[src/design/wmf_pkg.sv]
// ----------------------------------------------------------------------------
// Window median filter package
// Shared widths, defaults, register indexes and types.
// ----------------------------------------------------------------------------
`timescale 1ns / 1ps
`default_nettype none
package wmf_pkg;

  localparam int PIX_W    = 8;
  localparam int WS_W     = 3;
  localparam int DIM_W    = 12;
  localparam int OUT_POS_W = 11;
  localparam int CFG_IDX_W = 2;

  localparam int DEF_MAX_WINDOW = 7;
  localparam int DEF_MAX_WIDTH  = 2048;
  localparam int DEF_MAX_HEIGHT = 2048;

  localparam logic [WS_W-1:0]  RST_WINDOW_SIZE  = 3'd3;
  localparam logic [DIM_W-1:0] RST_FRAME_WIDTH  = 12'd640;
  localparam logic [DIM_W-1:0] RST_FRAME_HEIGHT = 12'd480;

  localparam logic [CFG_IDX_W-1:0] REG_WINDOW_SIZE  = 2'd0;
  localparam logic [CFG_IDX_W-1:0] REG_FRAME_WIDTH  = 2'd1;
  localparam logic [CFG_IDX_W-1:0] REG_FRAME_HEIGHT = 2'd2;

  typedef enum logic [2:0] {
    ST_IDLE,
    ST_CHECK,
    ST_GATHER,
    ST_LAST,
    ST_MED
  } wmf_state_t;

  // Link between neighboring sort cells.
  typedef struct packed {
    logic             keep;
    logic             valid;
    logic [PIX_W-1:0] value;
  } wmf_link_t;

endpackage
`default_nettype wire

[src/design/wmf_sort_cell.sv]
// ----------------------------------------------------------------------------
// Insertion sort cell
// Holds one sorted value; on insert keeps it, takes the new value or shifts
// in its lower neighbor's value.
// ----------------------------------------------------------------------------
`timescale 1ns / 1ps
`default_nettype none
module wmf_sort_cell
  import wmf_pkg::*;
(
  input  wire logic             clk,
  input  wire logic             rst,
  input  wire logic             clear,
  input  wire logic             ins_en,
  input  wire logic [PIX_W-1:0] ins_val,
  input  wire wmf_link_t        prev,
  output wmf_link_t             link
);

  logic             valid;
  logic [PIX_W-1:0] value;
  logic             keep;

  assign keep = valid && (value <= ins_val);

  always_ff @(posedge clk) begin
    if (rst || clear) begin
      valid <= 1'b0;
    end else if (ins_en && !keep) begin
      if (prev.keep) begin
        value <= ins_val;
        valid <= 1'b1;
      end else begin
        value <= prev.value;
        valid <= prev.valid;
      end
    end
  end

  assign link = '{keep: keep, valid: valid, value: value};

endmodule
`default_nettype wire

[config.mk]
export PLATFORM = sky130hd
export DESIGN_NAME = wmf_sort_cell
export DESIGN_NICKNAME = d
export VERILOG_FILES = /design/src/design/wmf_pkg.sv /design/src/design/wmf_sort_cell.sv
export SDC_FILE = /design/constraint.sdc
export NUM_CORES = 1
export LEC_CHECK = 0
export BUFFER_PORTS_ARGS = -buffer_cell sky130_fd_sc_hd__buf_2
export CAP_MARGIN = 30
export CORE_MARGIN = 10
export CORE_UTILIZATION = 40
export CTS_CLUSTER_DIAMETER = 150
export DETAILED_ROUTE_END_ITERATION = 16
export PLACE_DENSITY = 0.79
export SYNTH_ARGS = -nofsm -noshare
export SYNTH_HDL_FRONTEND = slang
export SYNTH_SLANG_ARGS = --single-unit
[constraint.sdc]
create_clock -name clk -period 3.9 [get_ports clk]
set_input_delay 1.17 -clock clk [delete_from_list [all_inputs] [get_ports clk]]
set_output_delay 1.17 -clock clk [all_outputs]
set_load 0.01 [all_outputs]
==> results of run 1 <==
synthesized netlist by cell type (2+ instances only):
cell type,number
a21oi_1,4
nand4_1,2
buf_4,2
edfxtp_1,8
nor2_1,2
nand2_1,3
inv_1,9
ha_1,8
mux2_2,8
per-layer routing:
layer / track usage, % / up-vias
met2: 13.67 / 24
met1: 8.466 / 231
met4: 1.967 / 0
met5: 0 / -
met3: 5.579 / 2
li1: - / 261
critical path: stages:
cell	delay [ns]
buf_2	0.08
inv_1	0.03
ha_1	0.29
nor2b_4	0.13
o211ai_2	0.12
a21oi_1	0.07
o22a_1	0.20
nor2_1	0.09
buf_2	0.13
area by class of cell:
cell class | instances | area (um2) | area share [%]
tap | 16 | 20.02 | 2.508
inverter | 9 | 33.78 | 4.232
multi-input combinational | 34 | 302.8 | 37.93
timing repair buffer | 31 | 155.1 | 19.44
sequential | 9 | 260.3 | 32.60
clock buffer | 4 | 26.28 | 3.292
registers in the layout, summed over array words and instances, names as in the netlist:
| register | flops |
|---|---|
| valid | 1 |
| value | 8 |
logic make-up (layout without fill, tap and decap cells):
family,count (synthesis),in the layout,share of synthesized area [%]
AO/OA/AOI/OAI,10,10,10.95
buffers and inverters,12,44,8.720
adder cells (fa/ha/maj),8,8,16.23
AND/OR/NAND/NOR,8,8,7.302
multiplexers,8,8,14.61
flip-flops,9,9,42.19
power by group:
group / switching, mW / total, mW / internal, mW
clock: 0.0295 / 0.0687 / 0.0392
sequential: 0.00156 / 0.111 / 0.109
combinational: 0.0211 / 0.0457 / 0.0247
total: 0.0521 / 0.225 / 0.173
stage by stage:
stage / hold WS [ns] / utilization (%) / worst slack, ns / cells
2_1_floorplan: 0.5360 / - / 0.5597 / 55
3_3_place_gp: 0.5449 / 51.85 / 0.4209 / 99
3_5_place_dp: 0.5903 / 51.85 / 0.3907 / 99
4_1_cts: 0.6058 / 53.61 / 0.3862 / 103
5_1_grt: 0.6684 / 53.61 / 0.2758 / 103
6_report: 0.6061 / 53.61 / 0.3950 / 103
path summary, 6_finish.rpt:
kind / end / slack, ns / cells after the start
min: valid / 0.61 / 4
max: link[9] / 0.39 / 9
max reg2reg: value[7] / 2.01 / 6
min reg2reg: valid / 0.61 / 4
==> impl_results.md, run 1 <==
* Resized Gates After CTS at 0
* Slew Limit Fails at 0
* Maximum vdd drop at 0.2302 mV
* CTS Root Cell: clkbuf_4
* WL met3 at ~150 um
* Met1 Wirelength at approximately 550 um
* Commonest non-fill, non-tap cell in the layout: buf_2
* Post-layout power at 0.2255 mW
* Die Span Y at slightly below 60 um
* Hold Crit Class: reg2reg
* Mean area per synthesized cell at roughly 11 um2
* Setup_tns at 0 ns
* Final period util at ~90%
* Main synth FF type: edfxtp_1
* Worst Hold Launch: valid
* RSZ-0062 raised after global routing: no
* Yosys warnings at 0
* Mapped cell area at roughly 620 um2
* Final antenna diode count at 0
* CTS tree: built
* Status: complete, no violations
* Initial antenna violation count at 0
* Total wire length at ~1400 um
* # rows at 14
* Critical path capture point type: output port
* Design Area, Final at approximately 800 um2
* Via density at between 5 and 6
* Die area at 0.003513 mm2
* Post-CTS Hold Fix Bufs at 0
* Critical R2R Launch: value[1]
* # setup viols final at 0
* CTS Buf Count at 3
* Starting density of the core at between 40 and 50%
* Clk_skew at 0.0004248 ns
* Synth area leader: edfxtp_1
* Setup Buffers After CTS at 0
* Grt total ovfl at 0
* Fillcell total at 133
* GP Congestion at 0.6802
* Max_slew headroom at approximately four fifths
* DP Area at a little under 800 um2
* # nets final at ~120
* Yosys top cell area share at between 30 and 40%
* Commonest cells after routing, fill and taps aside: buf_2 (31), inv_1 (9), mux2_2 (8), ha_1 (8), edfxtp_1 (8)
* DP Wirelength at roughly 1200 um
* Post-synth EDFFs at 8
* Crit Path Max Fanout at 3
* #FFs+latches synth at 9
* Met2 wire len at approximately 650 um
* Sequential area share after synthesis at between 40% and 50%
* Pin count of the biggest net entering global routing at 10
* Ports at 32
* DR WL/cell at 13.20 um
* Fmax at between 0.2 and 0.3 GHz
* Transition time at the pin with the least slew margin at 0.3296 ns
* Top routing layer in use: met4
* First drt pass iteration count at 4
* Core region area at approximately 0.0015 mm2
* Iter 0 DRT Violations at 6
* Top post-synthesis cells by area: edfxtp_1 (39%), ha_1 (16%), mux2_2 (15%)
* Leak at between 0.4 and 0.5 nW
* Port buffer count at 31
* Worst skew pair latency at about 0.25 ns
* Worst Path Required at approximately 2.7 ns
* Vias in the first global route at approximately 570
* Vias post-DR at between 500 and 600
* Global-route wire length before repair at 2339 um
* Post-route ant nets at 0
* DRC at 0
* Final hold viol count at 0
* H-tree depth at 1
* Synthesized net count at 85
* Count of cell types in the netlist at 18
* FFs w/ async S/R, synth at 0%
* Die width at between 50 and 60 um
* CTS clk-pin slew, worst paths at 0.06 ns
* P per Cell Area at 282.4 mW/mm2
* Synth Instances at between 50 and 60
* CP Launch Type: input pin
* Area Overhead vs Synth at 29.41%
* TritonCTS sink count at 9
* Final min period at 3.505 ns
* Layout cell share with drive strength beyond 1 at between 50% and 60%
* Max-cap viol count at 0
* Worst Setup SP: ins_val[1]
* Critical path class: in2out
* Total Routing Usage GR at 8.312%
* Clock Tree Buf Depth at 2
* CP arrival at around 2.3 ns
(Power assumes the default switching activity.)
==> run 2, diff against run 1 <==
--- a/config.mk
+++ b/config.mk
@@ -5,13 +5,13 @@
 export SDC_FILE = /design/constraint.sdc
 export NUM_CORES = 1
 export LEC_CHECK = 0
-export BUFFER_PORTS_ARGS = -buffer_cell sky130_fd_sc_hd__buf_2
 export CAP_MARGIN = 30
 export CORE_MARGIN = 10
 export CORE_UTILIZATION = 40
 export CTS_CLUSTER_DIAMETER = 150
 export DETAILED_ROUTE_END_ITERATION = 16
-export PLACE_DENSITY = 0.79
+export DONT_BUFFER_PORTS = 1
+export PLACE_DENSITY = 0.61
 export SYNTH_ARGS = -nofsm -noshare
 export SYNTH_HDL_FRONTEND = slang
 export SYNTH_SLANG_ARGS = --single-unit
==> run 2 against run 1 <==
First-iteration DRC count is 67% higher. Sequential power about the same. Count of clock-buffer cells in the layout unchanged. Hold slack improved by 0.030 ns. Highest routed layer unchanged. Die area is the same. Sequential share of layout area rose by 7.9 points. Largest cell class unchanged. Clock skew is 0.0093 ns higher. Via count down 21%. Utilization is 10 points lower. Worst setup slack improved by 0.11 ns.
==> impl_results.md, run 2 (same netlist as run 1, synthesis figures left out) <==
* Status: complete, no violations
* Iter 0 DRT Violations at 10 (+4)
* Hold Crit Class: reg2reg
* Worst skew pair latency at 0.26 ns (about the same)
* Final antenna diode count at 0 (unchanged)
* Layout cell share with drive strength beyond 1 at 23.21% (-27 points)
* Met2 GRT Util at 13.22% (-0.45 points)
* Max_slew headroom at 78.06% (about the same)
* Commonest cells after routing, fill and taps aside: inv_1 (9), mux2_2 (8), ha_1 (8), edfxtp_1 (8), a21oi_1 (4)
* # setup viols final at 0 (unchanged)
* Flip-flop count of the largest register after layout at 8 (unchanged)
* Switching Share at 23.29% (+0.18 points)
* Die Span Y at 59.27 um (unchanged)
* Area Overhead vs Synth at 4.260%
* H-tree depth at 1 (unchanged)
* Final period util at 87.11% (-2.8 points)
* Net Switching at 0.04998 mW (-4.1%)
* Global-route wire length before repair at 2166 um (-7.4%)
* Hold_ws at 0.6359 ns (+0.02980 ns)
* Crit Path Max Fanout at 3 (unchanged)
* Initial antenna violation count at 0 (unchanged)
* Resized Gates After CTS at 0 (unchanged)
* Max-cap viol count at 0 (unchanged)
* Maximum vdd drop at 0.1857 mV (-19%)
* Total wire length at 1383 um (+1.7%)
* Vias post-DR at 409 (-21%)
* Post-layout power at 0.2146 mW (-4.8%)
* Setup_tns at 0 ns (unchanged)
* Pint at 0.1646 mW (-5.1%)
* DRC at 0 (unchanged)
* Pin count of the biggest net entering global routing at 10 (unchanged)
* Grt total ovfl at 0 (unchanged)
* Setup Buffers After CTS at 0 (unchanged)
* Non-filler instance count after layout at 72 (-30%)
* First drt pass iteration count at 4 (unchanged)
* Critical path class: in2out
* Share of power burned in the clock network at 33.6% (+3.1 points)
* Fillcell total at 139 (+4.5%)
* CTS tree: built
* Clk_skew at 0.009768 ns (+0.009343 ns)
* Total Routing Usage GR at 8.294% (-0.018 points)
* Critical path capture point type: output port
* Leak at 0.2794 nW (-31%)
* Vias in the first global route at 452 (-21%)
* Placed cells at 68 (-31%)
* P per Cell Area at 333.6 mW/mm2 (+18%)
* # rows at 14 (unchanged)
* Worst Path Required at 2.73 ns (about the same)
* GR Util met1 at 7.317% (-1.1 points)
* Gr busiest metal: met2
* Logic pwr share at 13.7% (-6.6 points)
* Port buffer count at 0 (-100%)
* GR met3 Demand/Resource at 7.511% (+1.9 points)
* CP Launch Type: input pin
* DP Area at 616.8 um2 (-20%)
* Most flops, register: value
* CTS Root Cell: clkbuf_4
* Final hold viol count at 0 (unchanged)
* RSZ-0062 raised after global routing: no
* Starting density of the core at 41.43% (unchanged)
* Die width at 59.27 um (unchanged)
* TritonCTS sink count at 9 (unchanged)
* Final min period at 3.397 ns (-0.1076 ns)
* # nets final at 87 (-26%)
* CP arrival at 2.23 ns (-0.11 ns)
* CTS clk-pin slew, worst paths at 0.06 ns (about the same)
* Commonest non-fill, non-tap cell in the layout: inv_1
* Via density at 5.681 (+13%)
* Core region area at 0.001489 mm2 (unchanged)
* Slew Limit Fails at 0 (unchanged)
* CTS Buf Count at 3 (unchanged)
* Design Area, Final at 643.1 um2 (-19%)
* Post-route ant nets at 0 (unchanged)
* Die area at 0.003513 mm2 (unchanged)
* GP Congestion at 0.7773 (+14%)
* Reg2Reg Setup Slack at 1.91 ns (-0.10 ns)
* Largest regs: value x8, valid x1
* Flop pwr share at 52.7% (+3.5 points)
* Ports at 32 (unchanged)
* Clock Tree Buf Depth at 2 (unchanged)
* Fmax at 0.2943 GHz (+3.2%)
* Post-CTS Hold Fix Bufs at 0 (unchanged)
* Transition time at the pin with the least slew margin at 0.3290 ns (-0.0005336 ns)
* DR WL/cell at 19.21 um (+45%)
## run 2: cell count changes in the layout (fill, tap and decap cells not counted), sizes merged
| cell | before | now |
|---|---|---|
| buf | 31 | 0 |
## run 2: per-stage QoR
| step | utilization, % | worst slack, ns |
|---|---|---|
| 2_1_floorplan | - | 0.5597 |
| 3_3_place_gp | 41.43 | 0.5211 |
| 3_5_place_dp | 41.43 | 0.4968 |
| 4_1_cts | 43.19 | 0.4973 |
| 5_1_grt | 43.19 | 0.4138 |
| 6_report | 43.19 | 0.5026 |
## run 2: routing by layer
metal	share of wire, %	vias to the layer above
met5	0	-
met3	15	2
met1	34	187
met4	1.0	0
met2	50	22
li1	-	198
## run 2: layout make-up
cell class / instances / area, um2 / area share, %
multi-input cells: 34 / 302.8 / 47.08
well taps: 16 / 20.02 / 3.113
clock buffers: 4 / 26.28 / 4.086
flip-flops and latches: 9 / 260.3 / 40.47
inverters: 9 / 33.78 / 5.253
## run 2: worst paths after layout
check,depth (start not counted),startpoint,end
worst max-delay path,7,ins_val[1],link[9]
worst min-delay path,4,valid,valid
worst max register to register,6,value[1],value[5]
worst min register to register,4,valid,valid
## run 2: power groups by stage
stage               registers [mW]  logic (mW)  clock network [mW]
finish                       0.113      0.0294              0.0721
global route                 0.114      0.0334              0.0793
CTS                          0.113      0.0295              0.0741
detailed placement           0.115      0.0292                   0
global placement             0.115      0.0283                   0
floorplan                    0.114      0.0276                   0
## run 2: critical path, stage by stage
cell,delay (ns)
inv_1,0.02
ha_1,0.30
nor2b_4,0.13
o211ai_2,0.12
a21oi_1,0.08
o22a_1,0.20
nor2_1,0.21
